File: config.mk
export PLATFORM = sky130hd
export DESIGN_NAME = double_to_custom_float_top
export DESIGN_NICKNAME = d
export VERILOG_FILES = /design/src/rtl/dtcf_pkg.sv /design/src/rtl/double_to_custom_float_top.sv /design/src/rtl/dtcf_unpack.sv /design/src/rtl/dtcf_plan.sv /design/src/rtl/dtcf_round.sv
export SDC_FILE = /design/constraint.sdc
export NUM_CORES = 2
export LEC_CHECK = 0
export BUFFER_PORTS_ARGS = -buffer_cell sky130_fd_sc_hd__buf_2
export CAP_MARGIN = 20
export CORE_MARGIN = 10
export CORE_UTILIZATION = 30
export DETAILED_ROUTE_END_ITERATION = 6
export PLACE_DENSITY = 0.48
export SYNTH_ARGS = -nofsm -noshare
export SYNTH_HDL_FRONTEND = slang
export SYNTH_HIERARCHICAL = 1
export SYNTH_SLANG_ARGS = --single-unit
export TNS_END_PERCENT = 5
File: constraint.sdc
create_clock -name clk_i -period 24.2 [get_ports clk_i]
set_input_delay 3.63 -clock clk_i [delete_from_list [all_inputs] [get_ports clk_i]]
set_output_delay 3.63 -clock clk_i [all_outputs]
set_load 0.01 [all_outputs]
File: src/rtl/dtcf_pkg.sv
// Package with shared constants and types for the double to custom float converter.
package dtcf_pkg;
  localparam int unsigned AddrWidth = 3;
  localparam logic [AddrWidth-1:0] AddrExpWidth = 3'd0;
  localparam logic [AddrWidth-1:0] AddrManWidth = 3'd4;
  localparam logic [3:0] ExpWidthReset = 4'd8;
  localparam logic [5:0] ManWidthReset = 6'd23;

  typedef struct packed {
    logic [3:0] e;
    logic [5:0] m;
  } fmt_t;

  typedef struct packed {
    logic        sign;
    logic        special;
    logic        zero;
    logic [52:0] sig;
    logic [12:0] exp_top;
  } norm_t;

  typedef struct packed {
    logic        sign;
    logic        special;
    logic        zero;
    logic        subn;
    logic [12:0] exp_top;
    logic [52:0] sig;
    logic [6:0]  shift;
  } plan_t;
endpackage

File: src/rtl/double_to_custom_float_top.sv
// Top level of the double to custom float converter with its register port.
// An accepted start passes the unpack, plan, round and pack registers before the done strobe.
// Throughput: one word per cycle; busy is always low.
// The result stays on the ports for one cycle, marked by done_o.
// Reset clears the valid bits and sets exp_width to 8 and man_width to 23.
module double_to_custom_float_top (
  input  logic                          clk_i,
  input  logic                          rst_ni,
  input  logic                          start,
  output logic                          busy,
  input  logic [63:0]                   value_bits_i,
  output logic                          done_o,
  output logic [63:0]                   result_bits_o,
  output logic                          overflow_o,
  input  logic                          psel,
  input  logic                          penable,
  input  logic                          pwrite,
  input  logic [dtcf_pkg::AddrWidth-1:0] paddr,
  input  logic [31:0]                   pwdata,
  output logic [31:0]                   prdata,
  output logic                          pready
);
  import dtcf_pkg::*;

  logic [3:0] exp_width_q;
  logic [5:0] man_width_q;
  fmt_t       fmt;
  logic       v1, v2;
  norm_t      norm;
  plan_t      plan;

  assign busy   = 1'b0;
  assign pready = 1'b1;

  always_ff @(posedge clk_i or negedge rst_ni) begin
    if (!rst_ni) begin
      exp_width_q <= ExpWidthReset;
      man_width_q <= ManWidthReset;
    end else if (psel && penable && pwrite) begin
      if (paddr == AddrExpWidth) begin
        exp_width_q <= pwdata[3:0];
      end else if (paddr == AddrManWidth) begin
        man_width_q <= pwdata[5:0];
      end
    end
  end

  always_comb begin
    prdata = 32'd0;
    if (paddr == AddrExpWidth) begin
      prdata = {28'd0, exp_width_q};
    end else if (paddr == AddrManWidth) begin
      prdata = {26'd0, man_width_q};
    end
  end

  always_comb begin
    fmt.e = (exp_width_q < 4'd2) ? 4'd2 : ((exp_width_q > 4'd11) ? 4'd11 : exp_width_q);
    fmt.m = (man_width_q < 6'd1) ? 6'd1 : ((man_width_q > 6'd52) ? 6'd52 : man_width_q);
  end

  dtcf_unpack u_unpack (
    .clk_i, .rst_ni, .valid_i(start), .value_bits_i, .valid_o(v1), .norm_o(norm)
  );

  dtcf_plan u_plan (
    .clk_i, .rst_ni, .valid_i(v1), .norm_i(norm), .fmt_i(fmt), .valid_o(v2), .plan_o(plan)
  );

  dtcf_round u_round (
    .clk_i, .rst_ni, .valid_i(v2), .plan_i(plan), .fmt_i(fmt),
    .valid_o(done_o), .result_bits_o, .overflow_o
  );
endmodule

File: src/rtl/dtcf_unpack.sv
// First stage: splits the double, normalizes the significand and registers the result.
module dtcf_unpack (
  input  logic                 clk_i,
  input  logic                 rst_ni,
  input  logic                 valid_i,
  input  logic [63:0]          value_bits_i,
  output logic                 valid_o,
  output dtcf_pkg::norm_t      norm_o
);
  import dtcf_pkg::*;

  logic        valid_q;
  norm_t       norm_q, norm_d;
  logic [10:0] ex;
  logic [51:0] frac;
  logic [52:0] sig;
  logic [5:0]  lz;

  assign ex   = value_bits_i[62:52];
  assign frac = value_bits_i[51:0];
  assign sig  = (ex == 11'd0) ? {1'b0, frac} : {1'b1, frac};

  always_comb begin
    lz = 6'd0;
    for (int i = 0; i < 53; i++) begin
      if (sig[i]) begin
        lz = 6'(52 - i);
      end
    end
  end

  always_comb begin
    norm_d.sign    = value_bits_i[63];
    norm_d.special = (ex == 11'h7FF);
    norm_d.zero    = (sig == 53'd0);
    norm_d.sig     = sig << lz;
    // Unbiased exponent of the leading one, offset by 2048.
    if (ex == 11'd0) begin
      norm_d.exp_top = 13'(2048 - 1022) - 13'(lz);
    end else begin
      norm_d.exp_top = 13'(2048 - 1023) + 13'(ex);
    end
  end

  always_ff @(posedge clk_i or negedge rst_ni) begin
    if (!rst_ni) begin
      valid_q <= 1'b0;
    end else begin
      valid_q <= valid_i;
    end
  end

  always_ff @(posedge clk_i) begin
    norm_q <= norm_d;
  end

  assign valid_o = valid_q;
  assign norm_o  = norm_q;
endmodule

File: src/rtl/dtcf_plan.sv
// Second stage: picks normal or subnormal handling and the rounding shift.
module dtcf_plan (
  input  logic             clk_i,
  input  logic             rst_ni,
  input  logic             valid_i,
  input  dtcf_pkg::norm_t  norm_i,
  input  dtcf_pkg::fmt_t   fmt_i,
  output logic             valid_o,
  output dtcf_pkg::plan_t  plan_o
);
  import dtcf_pkg::*;

  logic        valid_q;
  plan_t       plan_q, plan_d;
  logic [12:0] emin_top;
  logic [12:0] gap;

  // Smallest normal exponent is 2 - 2^(e-1), offset by 2048.
  assign emin_top = 13'd2050 - (13'd1 << (fmt_i.e - 4'd1));
  assign gap      = emin_top - norm_i.exp_top;

  always_comb begin
    plan_d.sign    = norm_i.sign;
    plan_d.special = norm_i.special;
    plan_d.zero    = norm_i.zero;
    plan_d.exp_top = norm_i.exp_top;
    plan_d.sig     = norm_i.sig;
    plan_d.subn    = ($signed(norm_i.exp_top) < $signed(emin_top));
    if (plan_d.subn) begin
      plan_d.shift = (gap > 13'd70) ? 7'd70 : 7'(7'd52 - 7'(fmt_i.m) + 7'(gap));
    end else begin
      plan_d.shift = 7'(7'd52 - 7'(fmt_i.m));
    end
  end

  always_ff @(posedge clk_i or negedge rst_ni) begin
    if (!rst_ni) begin
      valid_q <= 1'b0;
    end else begin
      valid_q <= valid_i;
    end
  end

  always_ff @(posedge clk_i) begin
    plan_q <= plan_d;
  end

  assign valid_o = valid_q;
  assign plan_o  = plan_q;
endmodule

File: src/rtl/dtcf_round.sv
// Third and fourth stages: round to nearest even, then pack the target encoding.
module dtcf_round (
  input  logic             clk_i,
  input  logic             rst_ni,
  input  logic             valid_i,
  input  dtcf_pkg::plan_t  plan_i,
  input  dtcf_pkg::fmt_t   fmt_i,
  output logic             valid_o,
  output logic [63:0]      result_bits_o,
  output logic             overflow_o
);
  import dtcf_pkg::*;

  logic        valid_q, valid2_q;
  logic [53:0] q_q, q_d;
  logic        sign_q, special_q, zero_q, subn_q;
  logic [12:0] exp_q;
  logic [52:0] kept, rem, half;
  logic        up;
  logic [63:0] res_q, res_d;
  logic        ovf_q, ovf_d;

  always_comb begin
    if (plan_i.shift >= 7'd54) begin
      kept = 53'd0;
      rem  = 53'd0;
      half = 53'd1;
      up   = 1'b0;
    end else begin
      kept = plan_i.sig >> plan_i.shift;
      rem  = plan_i.sig & ((53'd1 << plan_i.shift) - 53'd1);
      half = (plan_i.shift == 7'd0) ? 53'd0 : (53'd1 << (plan_i.shift - 7'd1));
      up   = (plan_i.shift != 7'd0) && ((rem > half) || (rem == half && kept[0]));
    end
    q_d = {1'b0, kept} + 54'(up);
  end

  always_ff @(posedge clk_i) begin
    q_q       <= q_d;
    sign_q    <= plan_i.sign;
    special_q <= plan_i.special;
    zero_q    <= plan_i.zero;
    subn_q    <= plan_i.subn;
    exp_q     <= plan_i.exp_top;
    res_q     <= res_d;
    ovf_q     <= ovf_d;
  end

  logic [63:0] sign_field, inf_pat, man_mask;
  logic [53:0] q_adj;
  logic [12:0] biased, emax;

  always_comb begin
    sign_field = 64'(sign_q) << (fmt_i.e + fmt_i.m);
    emax       = (13'd1 << fmt_i.e) - 13'd1;
    inf_pat    = sign_field | (64'(emax) << fmt_i.m);
    man_mask   = (64'd1 << fmt_i.m) - 64'd1;
    q_adj      = q_q;
    biased     = exp_q - 13'd2049 + (13'd1 << (fmt_i.e - 4'd1));
    if ((q_q >> (fmt_i.m + 6'd1)) != 54'd0) begin
      q_adj  = q_q >> 1;
      biased = biased + 13'd1;
    end
    ovf_d = 1'b0;
    if (special_q) begin
      res_d = inf_pat;
      ovf_d = 1'b1;
    end else if (zero_q) begin
      res_d = sign_field;
    end else if (subn_q) begin
      res_d = sign_field | 64'(q_q);
    end else if ($signed(biased) >= $signed(emax)) begin
      res_d = inf_pat;
      ovf_d = 1'b1;
    end else begin
      res_d = sign_field | (64'(biased) << fmt_i.m) | (64'(q_adj) & man_mask);
    end
  end

  always_ff @(posedge clk_i or negedge rst_ni) begin
    if (!rst_ni) begin
      valid_q  <= 1'b0;
      valid2_q <= 1'b0;
    end else begin
      valid_q  <= valid_i;
      valid2_q <= valid_q;
    end
  end

  assign valid_o       = valid2_q;
  assign result_bits_o = res_q;
  assign overflow_o    = ovf_q;
endmodule

==> impl_metrics.ini <==
[clock_network]
cts_hold_buffers = 0
cts_buffers = 35
clockRootBuffer = clkbuf_16
insertion_delay_ns = 0.61
cts_setup_buffers = 0
clk_pin_slew_ns = 0.06
cts_max_level = 2
clock-sinks = 295
tritoncts = yes
cts_resized = 0
clockBufferDepth = 3

[final_layout]
multiInputGateArea_um2 = 23100
fin_area_um2 = 34100
seq_area_um2 = 5990
fill_cells = 11200
nNetsFinal = 4381
layout-area-overhead-vs-synth_pct = 9.69
final_core_util = 0.331
layout-drive-gt1-share = 0.124

[synth]
synthArstFlopShare = 0.0475
yosys_most_used_dff = dfxtp_1
yosysSeqAreaShare = 0.192
syn_avg_cell_area_um2 = 7.55
synth_edf_count = 0
synth_area_um2 = 31100
syn_inst = 4119
ys_types = 124
synth.ff_latch_count = 295
synth_warnings = 6

[drt]
finalWirelength_um = 149000
drc = 2
drtIter0Drc = 3268
dr_total_vias = 32800
wire_per_inst_um = 26.9
first_pass_iters = 7
drtAntennaViolNets = 0
via_per_inst = 5.92

[sta]
max_freq_mhz = 91.7
worst_slew_pin_slew_ns = 1.29
fin_crit_ns = 10.91
hold_violations = 0
setup_viol = 0
fin_skew_ns = 0.0390
period_share = 0.451
rsz0062_at_grt = false
timing.hold.ws_ns = 0.316
setup_tns_ns = 0
final_max_slew_viol_count = 0
maxSlewHeadroom = 0.136

[setup_path]
start_kind = register
ff2ff_setup_slack_ns = 13.29
crit_arrival_ns = 11.32
critPathTopFamily = compound AO/OA/AOI/OAI gates
slowest_delay_ns = 0.85
r2r_cells = 33
critPathBufInv = 7
reg2reg_from = man_width_q[5]
slowest_stage = a2111oi_0
critical_path_class = register to register
cp_data_required_time_ns = 24.62
end_kind = register
worstPathMaxFanout = 89
startpoint = man_width_q[5]
rr_endpoint = u_round/result_bits_o[18]
critPathMostFrequentCell = buf_4

[power]
power_mw = 4.42
power_density_nw_per_um2 = 130
p_leak_nw = 13.6
vdd_drop_max_mv = 0.0701

[worst_hold_path]
hp-start = u_plan/plan_o[64]
min_path_cells = 0
hold_path.class = register to register
min_to = u_round/exp_q[4]

[global_route]
grt_max_degree = 90
grt_pass1_wl_um = 219000
grtUsageTotal = 0.244
overflow = 0
antenna_found_initial = 2
grt_pass1_vias = 31900

[placed_design]
hpwl_um = 116000
place.port_buffers = 150
placed_cell_area_um2 = 33000
gp_congestion = 1.01

[die]
start_util = 0.301
rows = 118
fp.dieH_um = 342
die_w_um = 342
core-area_um2 = 103000
io_pins = 205
die-area_um2 = 117000

[run_status]
violations = DRC
status = complete, but fails checks

[run]
drv_cap = 0
[cells in the mapped netlist (all sizes together) (26+ instances only)]
cell | instances | area [µm²]
nand2 | 479 | 1800
nor2 | 412 | 1560
a21oi | 313 | 1590
mux2i | 290 | 2900
dfxtp | 281 | 5630
o21ai | 278 | 1400
clkbuf | 168 | 633
inv | 164 | 616
ha | 141 | 1760
buf | 132 | 912
nor3 | 115 | 592
nand3 | 114 | 571
xnor2 | 91 | 797
mux4 | 69 | 1620
mux2 | 56 | 649
o211ai | 54 | 405
xor2 | 51 | 447
nor2b | 49 | 307
o22ai | 46 | 294
a211oi | 45 | 343
nand4 | 44 | 282
nor4 | 43 | 324
and2 | 41 | 257
a22oi | 40 | 305
nand2b | 40 | 255
o21a | 40 | 302
and3 | 35 | 219
or3 | 34 | 224
a31oi | 33 | 206
a221oi | 29 | 267
a21o | 26 | 195
[kinds of logic after synthesis]
group | after synthesis | share of synthesized area
mux | 415 | 0.166
flops | 295 | 0.192
buf+inv | 468 | 0.0699
other cells | 3 | 0.000362
xor+xnor | 142 | 0.0400
fa+ha+maj | 145 | 0.0593
simple gates | 1482 | 0.226
compound gates | 1169 | 0.246
[layer usage]
metal / share of wire / global-route usage / up-vias
met2: 0.45 / 0.399 / 1558
li1: - / - / 15100
met3: 0.070 / 0.0375 / 368
met5: 0.00019 / 0 / -
met1: 0.42 / 0.310 / 15700
met4: 0.058 / 0.123 / 4
[registers in the layout, indices dropped and copies added, names as in the netlist, 4 cells and up]
| name | flops |
|---|---|
| u_round/result_bits_o | 64 |
| u_round/exp_q | 13 |
| u_plan/plan_o | 77 |
| u_round/q_q | 54 |
| man_width_q | 6 |
| u_unpack/norm_o | 68 |
| exp_width_q | 4 |
[worst max path at each step]
stage / end / slack [ns] / depth (start not counted)
floorplan: u_round/result_bits_o[38] / 15.59 / 38
global placement: u_round/result_bits_o[18] / 13.46 / 33
detailed placement: u_round/result_bits_o[52] / 13.55 / 33
CTS: u_round/result_bits_o[52] / 13.59 / 33
global route: u_round/result_bits_o[52] / 12.58 / 33
finish: u_round/result_bits_o[18] / 13.29 / 33
[layout by cell type (no fill, tap or decap), types with 17 or more instances in the layout]
master | synthesis | final
a211oi_1 | 44 | 44
xor2_1 | 51 | 51
nand4_1 | 43 | 43
a31oi_1 | 33 | 32
a221oi_1 | 27 | 27
nor3_1 | 113 | 111
nor2_1 | 410 | 408
o211ai_1 | 54 | 54
buf_4 | 48 | 99
mux2i_1 | 290 | 290
a32oi_1 | 20 | 20
a22o_1 | 17 | 17
or2_2 | 19 | 19
and3_1 | 35 | 35
o21a_1 | 39 | 39
a21boi_0 | 18 | 17
o221ai_1 | 22 | 22
dfxtp_1 | 281 | 276
nand3_1 | 114 | 114
a21o_1 | 26 | 26
inv_1 | 160 | 159
mux4_1 | 18 | 18
mux4_2 | 50 | 50
nand2_1 | 478 | 477
o32ai_1 | 19 | 19
mux2_2 | 51 | 51
nor2b_1 | 49 | 48
a22oi_1 | 39 | 39
a21oi_1 | 309 | 307
conb_1 | 3 | 29
o21ai_0 | 264 | 262
nand2b_1 | 38 | 38
ha_1 | 141 | 140
or3_1 | 31 | 31
o22ai_1 | 45 | 45
nor4_1 | 37 | 37
clkbuf_16 | 0 | 35
and2_1 | 40 | 39
xnor2_1 | 91 | 91
buf_2 | 37 | 150
[area by class of cell]
type	instances	area share
sequential	295	0.176
timing repair buffer	249	0.0438
clock buffer	46	0.0283
antenna	1	0.0000733
inverter	168	0.0185
clock inverter	17	0.00513
tap	1380	0.0506
multi-input combinational	3382	0.678
[power breakdown]
group          internal (mW)  switching (mW)  leakage [nW]
Clock                  0.300           0.235         0.570
Sequential             0.596           0.161          2.51
Combinational           1.06            2.07          10.5
[worst reg2reg max path: cells and delay by family (launching register included)]
kind	cells	cell delay, ns
mux	1	0.35
buf+inv	7	2.95
flops	1	0.37
compound gates	14	3.88
simple gates	9	2.41
fa+ha+maj	2	0.77
[through the flow]
step / instances / setup WS [ns]
floorplan: 4145 / 15.59
CTS: 5537 / 13.59
global route: 5537 / 12.58
detailed placement: 5474 / 13.55
finish: 5538 / 13.29
global placement: 5473 / 13.46
(Power assumes the default switching activity.)
